==> src/rtl/core/skt_pkg.sv <==
package skt_pkg;

  // default number of table entries
  localparam int POINTS_DEFAULT = 64;

  typedef enum logic [1:0] {
    OP_ADD  = 2'd0,
    OP_SET  = 2'd1,
    OP_DEL  = 2'd2,
    OP_READ = 2'd3
  } op_e;

  typedef enum logic [3:0] {
    ST_INSERTED  = 4'd0,
    ST_REPLACED  = 4'd1,
    ST_SET       = 4'd2,
    ST_DELETED   = 4'd3,
    ST_READ      = 4'd4,
    ST_REFUSED   = 4'd5,
    ST_LAST_KEPT = 4'd6,
    ST_FULL      = 4'd7,
    ST_BAD_INDEX = 4'd8
  } status_e;

  // input transaction
  typedef struct packed {
    op_e                op;
    logic        [5:0]  index;
    logic signed [31:0] key_x;
    logic signed [31:0] value_y;
  } in_t;

  // result transaction
  typedef struct packed {
    status_e            status;
    logic        [5:0]  position;
    logic        [6:0]  entry_count;
    logic signed [31:0] read_x;
    logic signed [31:0] read_y;
  } out_t;

  // what one cell holds
  typedef struct packed {
    logic               valid;
    logic signed [31:0] key;
    logic signed [31:0] value;
  } entry_t;

  // action broadcast to every cell
  typedef enum logic [2:0] {
    CA_NONE,
    CA_CMP,
    CA_INSERT,
    CA_WRITE_Y,
    CA_WRITE_XY,
    CA_DELETE
  } cell_act_e;

  typedef struct packed {
    cell_act_e          act;
    logic        [5:0]  idx;
    logic signed [31:0] key;
    logic signed [31:0] value;
  } cell_cmd_t;

  // per-cell compare results seen by the controller
  typedef struct packed {
    logic lt;
    logic refuse;
    logic boundary;
    logic first_eq;
  } cell_flags_t;

endpackage

==> src/rtl/core/skt_cell.sv <==
module skt_cell #(
  parameter int IDX = 0
) (
  input  logic                clk_i,
  input  logic                rst_ni,
  input  skt_pkg::cell_cmd_t  cmd_i,
  input  skt_pkg::entry_t     prev_i,
  input  logic                prev_lt_i,
  input  skt_pkg::entry_t     next_i,
  output skt_pkg::entry_t     entry_o,
  output skt_pkg::cell_flags_t flags_o
);

  skt_pkg::entry_t ent_q, ent_d;
  logic lt_q, eq_q, refuse_q;
  logic is_sel, at_or_above, boundary;
  logic lt_now, eq_now, refuse_now;

  assign is_sel      = (IDX == int'(cmd_i.idx));
  assign at_or_above = (IDX >= int'(cmd_i.idx));

  // local compare against the broadcast key and the neighbor keys
  assign lt_now     = ent_q.valid && (ent_q.key < cmd_i.key);
  assign eq_now     = ent_q.valid && (ent_q.key == cmd_i.key);
  assign refuse_now = is_sel && (((IDX > 0) && (cmd_i.key < prev_i.key)) ||
                                 (next_i.valid && (cmd_i.key > next_i.key)));

  // first cell not below the key
  assign boundary = !lt_q && ((IDX == 0) || prev_lt_i);

  assign flags_o.lt       = lt_q;
  assign flags_o.refuse   = refuse_q;
  assign flags_o.boundary = boundary;
  assign flags_o.first_eq = eq_q && boundary;
  assign entry_o          = ent_q;

  // next content of the cell
  always_comb begin
    ent_d = ent_q;
    case (cmd_i.act)
      skt_pkg::CA_INSERT: begin
        if (!lt_q) begin
          if (boundary) begin
            ent_d.valid = 1'b1;
            ent_d.key   = cmd_i.key;
            ent_d.value = cmd_i.value;
          end else begin
            ent_d = prev_i;
          end
        end
      end
      skt_pkg::CA_WRITE_Y: begin
        if (eq_q && boundary) ent_d.value = cmd_i.value;
      end
      skt_pkg::CA_WRITE_XY: begin
        if (is_sel) begin
          ent_d.key   = cmd_i.key;
          ent_d.value = cmd_i.value;
        end
      end
      skt_pkg::CA_DELETE: begin
        if (at_or_above) ent_d = next_i;
      end
      default: ent_d = ent_q;
    endcase
  end

  always_ff @(posedge clk_i or negedge rst_ni) begin
    if (!rst_ni) begin
      ent_q.valid <= (IDX == 0);
      ent_q.key   <= '0;
      ent_q.value <= '0;
      lt_q        <= 1'b0;
      eq_q        <= 1'b0;
      refuse_q    <= 1'b0;
    end else begin
      ent_q <= ent_d;
      if (cmd_i.act == skt_pkg::CA_CMP) begin
        lt_q     <= lt_now;
        eq_q     <= eq_now;
        refuse_q <= refuse_now;
      end
    end
  end

endmodule

==> config.mk <==
export PLATFORM = sky130hd
export DESIGN_NAME = skt_cell
export DESIGN_NICKNAME = d
export VERILOG_FILES = /design/src/rtl/core/skt_pkg.sv /design/src/rtl/core/skt_cell.sv
export SDC_FILE = /design/constraint.sdc
export NUM_CORES = 1
export LEC_CHECK = 0
export ABC_AREA = 1
export BUFFER_PORTS_ARGS = -buffer_cell sky130_fd_sc_hd__buf_2
export CAP_MARGIN = 5
export CORE_UTILIZATION = 35
export CTS_CLUSTER_SIZE = 25
export DETAILED_ROUTE_END_ITERATION = 10
export MAX_ROUTING_LAYER = met4
export PLACE_DENSITY = 0.66
export SKIP_LAST_GASP = 1
export SYNTH_ARGS = -nofsm -noshare
export SYNTH_HDL_FRONTEND = slang
export SYNTH_SLANG_ARGS = --single-unit
==> constraint.sdc <==
create_clock -name clk_i -period 2.3 [get_ports clk_i]
set_input_delay 0.46 -clock clk_i [delete_from_list [all_inputs] [get_ports clk_i]]
set_output_delay 0.46 -clock clk_i [all_outputs]
set_load 0.05 [all_outputs]
==> results.cfg, run 1 <==
[clock_tree]
numCtsBuffers = 9
cts_max_level = 3
path_clk_slew_ps = 60
cts_sinks = 68
cts_resized = 0
root_buffer = clkbuf_16
cts_hold_buf = 0
insertion_delay_ps = 340
clock_path_buffers = 2
cts_setup_buffers = 0
cts_tree = done

[timing]
max_freq_mhz = 540
final.period_utilization = 0.806
rsz0062_at_grt = no
finalMaxSlewViolations = 0
fin_crit_ps = 1850
setup_viol = 0
relSlewSlack = 0.618
finalHoldViolCount = 0
hold_ws_ps = 93.8
fin_skew_ps = 7.63
tightest_slew_ps = 569
setup_tns_ps = 0

[power]
power_leakage_nw = 3.62
pwr-share-comb = 0.400
netSwitchingPower_mw = 2.28
ir_worst_vdd_v = 0.000397
seqPwrFrac = 0.299
power_density_nw_per_um2 = 829
clockPowerShare = 0.300
swShare = 0.423
intPower_mw = 3.10

[worst_setup_path]
worstPathArrival_ps = 2080
crit_required_ps = 2530
max_stage_delay_ps = 420
startpoint_type = register
slowest_stage = dfrtp_1
endpoint_kind = register
cp_max_fo = 5
path_cells = ha_1, nand4_1, nor3_1, nand2_1, nand2_1, nand2_1, nand3_1, nand2_1
reg2reg_slack_ps = 450
crit_type = reg -> reg
worst_path_most_repeated_cell = nand2_1
r2r_cells = 8

[place]
portBuffers = 208
placedCellCount = 1050
gp_congestion = 0.827
dp_hpwl_um = 9860

[drt]
vias_per_cell = 4.55
drt_iter0_drc = 259
firstDrtPassIters = 4
ant_nets = 0
wire_per_inst_um = 12.1
wl_um = 12900
drcViolationCount = 0
vias = 4844

[global_routing]
grt_max_degree = 96
antenna_found_initial = 0
track_usage = 0.189
grt_pass1_wl_um = 21400
grt_pass1_vias = 4489
globalRouteOverflowTotal = 0

[status]
status = finished clean

[synthesis]
yosysTopAreaCell = dfrtp_1
synthesis.nets = 954
avgSynthCellArea_um2 = 7.24
synthDistinctLibCells = 30
yosys_warnings = 0
postSynthCellCount = 684
synth-seq-cells = 68
synth_area_um2 = 4950
yosys-top-cells-area = dfrtp_1, ha_1, nand2_1, inv_1, o21ai_0
yosys.area.top_type_share = 0.338
synth-seq-area-share = 0.344

[layout]
instances_no_fill = 1065
diodes = 0
finalNetCount = 1151
nFillCells = 1428
drive_gt1_frac = 0.269
final_util = 0.469
area_growth_pct = 31.0

[die]
design.core.area_um2 = 13800
ios = 275
dieArea_um2 = 14600
fp-row-count = 43
initial_utilization = 0.358
die_width_um = 121
fp.dieH_um = 121

[min_path]
hp-class = in -> async

[job]
cap_violations = 0
-- final cells by class --
class                   count  area (um^2)  share of cell area
flip-flops and latches     68         1700               0.262
well taps                 180          225              0.0347
clock inverters             6          114              0.0175
multi-input cells         494         2730               0.421
inverters                  94          353              0.0544
repair buffers            214         1140               0.175
clock buffers               9          225              0.0347
-- synthesized netlist by cell type (all sizes together) --
| cell type | number |
|---|---|
| o21a | 2 |
| o32ai | 1 |
| nor3 | 3 |
| a21boi | 2 |
| or2 | 2 |
| inv | 93 |
| nand2 | 210 |
| nor2 | 60 |
| and2 | 1 |
| a21o | 4 |
| o21ai | 68 |
| nand4 | 4 |
| ha | 64 |
| clkbuf | 6 |
| o21bai | 1 |
| clkinv | 1 |
| dfstp | 1 |
| o211ai | 1 |
| a21oi | 24 |
| nand3 | 15 |
| a31oi | 32 |
| buf | 22 |
| dfrtp | 67 |
-- through the flow --
step	setup slack (ps)	total power, mW	area, um^2
floorplan	372	3.20	4950
global placement	230	3.78	6150
detailed placement	218	3.81	6150
CTS	391	5.45	6490
global route	162	5.71	6490
finish	447	5.38	6490
-- layer usage --
| metal | track usage | part of all wire | vias to the layer above |
|---|---|---|---|
| li1 | - | - | 2598 |
| met1 | 0.242 | 0.49 | 2130 |
| met2 | 0.307 | 0.45 | 106 |
| met3 | 0.0244 | 0.041 | 10 |
| met4 | 0.0617 | 0.015 | 0 |
| met5 | - | 0 | - |
-- logic make-up (layout without fill, tap and decap cells) --
group	after synthesis	count (layout)	share of synthesized area
compound gates	135	135	0.150
flops	68	68	0.344
fa+ha+maj	64	64	0.162
buf+inv	122	323	0.105
simple gates	295	295	0.239
-- registers in the layout, summed over array words and instances, names as in the netlist --
| register | flops |
|---|---|
| lt_q | 1 |
| entry_o | 65 |
| refuse_q | 1 |
| eq_q | 1 |
-- power groups by stage --
stage               Combinational, mW  Sequential (mW)  Clock (mW)
detailed placement               2.17             1.63           0
CTS                              2.18             1.61        1.66
global route                     2.37             1.65        1.70
finish                           2.15             1.61        1.62
global placement                 2.16             1.63           0
floorplan                       0.725             2.47           0
-- placed cells by master (no fill, tap or decap), types with 2 or more instances in the layout --
| cell | count |
|---|---|
| a31oi_1 | 32 |
| a21boi_0 | 2 |
| buf_4 | 3 |
| a21o_1 | 4 |
| clkinvlp_4 | 2 |
| nor2_1 | 59 |
| bufinv_16 | 3 |
| buf_2 | 207 |
| dfrtp_1 | 67 |
| o21ai_0 | 68 |
| buf_12 | 4 |
| nand3_2 | 2 |
| o21a_1 | 2 |
| nor3_1 | 3 |
| nand3_1 | 12 |
| nand2_1 | 209 |
| nand4_1 | 4 |
| or2_2 | 2 |
| clkbuf_16 | 9 |
| a21oi_1 | 24 |
| inv_1 | 92 |
| ha_1 | 64 |
-- worst paths after layout --
check	end	from
worst max-delay path	lt_q	entry_o[63]
worst min-delay path	entry_o[20]	rst_ni
worst max register to register	lt_q	entry_o[63]
worst min register to register	refuse_q	refuse_q
max in group asynchronous	entry_o[64]	rst_ni
min in group clk_i	entry_o[29]	cmd_i[29]
-- worst max-delay path, delay by kind of cell, from the launching register on --
family	cells	cell delay, ps
simple gates	7	950
flops	1	420
fa+ha+maj	1	370
(Power assumes the default switching activity.)
==> run 2, diff against run 1 <==
--- a/config.mk
+++ b/config.mk
@@ -12,7 +12,7 @@
 export CTS_CLUSTER_SIZE = 25
 export DETAILED_ROUTE_END_ITERATION = 10
 export MAX_ROUTING_LAYER = met4
-export PLACE_DENSITY = 0.66
+export PLACE_DENSITY = 0.68
 export SKIP_LAST_GASP = 1
 export SYNTH_ARGS = -nofsm -noshare
 export SYNTH_HDL_FRONTEND = slang
==> constraint.sdc (replaced) <==
create_clock -name clk_i -period 1.57 [get_ports clk_i]
set_input_delay 0.314 -clock clk_i [delete_from_list [all_inputs] [get_ports clk_i]]
set_output_delay 0.314 -clock clk_i [all_outputs]
set_load 0.05 [all_outputs]
==> results.cfg, run 2 (synthesis results as in run 1) <==
[global_routing]
antenna_found_initial = 0
grt_pass1_vias = 4750
grt_pass1_wl_um = 22200
globalRouteOverflowTotal = 0
grt_max_degree = 50
track_usage = 0.198

[layout]
diodes = 0
largest_register_ffs = 65
finalNetCount = 1212
area_growth_pct = 48.8
mostFrequentLayoutCells = buf_2, nand2_1, inv_1
mostFrequentLayoutCell = buf_2
final_util = 0.533
drive_gt1_frac = 0.395

[timing]
setup_viol = 1
rsz0062_at_grt = yes
relSlewSlack = 0.750
setup_tns_ps = -30.1
fin_crit_ps = 1600
tightest_slew_ps = 375
worst_slack_ps = -30.1
hold_ws_ps = 229
max_freq_mhz = 625
finalHoldViolCount = 0
final.period_utilization = 1.02
fin_skew_ps = 6.53
finalMaxSlewViolations = 0

[worst_setup_path]
slowest_stage = dfrtp_2
path_cells = ha_1, nand2_2, nor2_1, a21boi_4, nor2_4, nand2_2, nand2_2, nand2_1, nand2_1, nand3_1, nand2_1
crit_type = reg -> reg
worst-path-buf-inv = 0
crit_required_ps = 1800
endpoint_kind = register
startpoint_type = register
critPathTopFamily = simple AND/OR/NAND/NOR gates
cp_max_fo = 2
max_stage_delay_ps = 400
worstPathArrival_ps = 1830

[die]
die_width_um = 121
initial_utilization = 0.358
ios = 275
design.core.area_um2 = 13800
dieArea_um2 = 14600
fp-row-count = 43
fp.dieH_um = 121

[clock_tree]
cts_max_level = 3
clock_path_buffers = 2
insertion_delay_ps = 340
root_buffer = clkbuf_16
path_clk_slew_ps = 60
numCtsBuffers = 9
cts_sinks = 68
cts_tree = done

[place]
place_ws_ps = -180
portBuffers = 208
gp_congestion = 0.836
dp_hpwl_um = 10700

[drt]
firstDrtPassIters = 4
wl_um = 14000
drt_iter0_drc = 191
ant_nets = 0
drcViolationCount = 0
wire_per_inst_um = 12.4
vias_per_cell = 4.57
vias = 5146

[status]
failed_checks = negative setup slack
status = finished, violations left

[power]
p_total_mw = 8.25
power_leakage_nw = 3.92
ir_worst_vdd_v = 0.000533
power_density_nw_per_um2 = 1120

[min_path]
hp-class = in -> reg

[job]
cap_violations = 0
run 2: worst reg2reg max path: stages (launching register included):
cell	delay [ps]
dfrtp_2	400
ha_1	300
nand2_2	80
nor2_1	130
a21boi_4	210
nor2_4	50
nand2_2	60
nand2_2	60
nand2_1	50
nand2_1	50
nand3_1	60
nand2_1	50
run 2: through the flow:
step | std cells | instance area [um^2]
after floorplan | 684 | 5110
after global placement | 1105 | 6790
after global routing | 1127 | 7370
final | 1127 | 7370
after detailed placement | 1105 | 6790
after CTS | 1123 | 7230
run 2: repair_timing:
action | 4_1_cts | 5_1_grt
buffers inserted | 1 | 4
cloned | 0 | 0
resized for setup | 23 | 20
setup endpoints to repair | 2 | 3
endpoints found under the hold margin | 23 | 0
hold buffers | 1 | 0
pin swaps | 16 | 12
run 2: cell type report:
cell class	instances	area, um^2
fillers	1347	6460
flip-flops and latches	68	1740
multi-input cells	494	3090
well taps	180	225
repair buffers	275	1660
inverters	94	353
clock buffers	10	239
clock inverters	6	63.8
run 2: worst paths after layout:
path	slack (ps)	startpoint	depth (start not counted)	to
max	-30	entry_o[44]	11	lt_q
min	230	cmd_i[23]	3	entry_o[23]
max reg2reg	-30	entry_o[44]	11	lt_q
min reg2reg	480	refuse_q	2	refuse_q
max in group asynchronous	600	rst_ni	3	entry_o[64]
min in group asynchronous	440	rst_ni	2	entry_o[12]
run 2: routing by layer:
layer | global-route usage | routed length (um) | up-vias
met3 | 0.0230 | 554 | 20
met4 | 0.0810 | 290 | 0
met5 | - | 0 | -
met1 | 0.252 | 6640 | 2274
li1 | - | - | 2726
met2 | 0.319 | 6470 | 126
run 2: power by group:
part	switching [mW]	internal [mW]	leakage, nW
Combinational	2.49	1.30	3.01
Sequential	0.244	2.14	0.765
Clock	0.802	1.27	0.144
Total	3.54	4.71	3.92
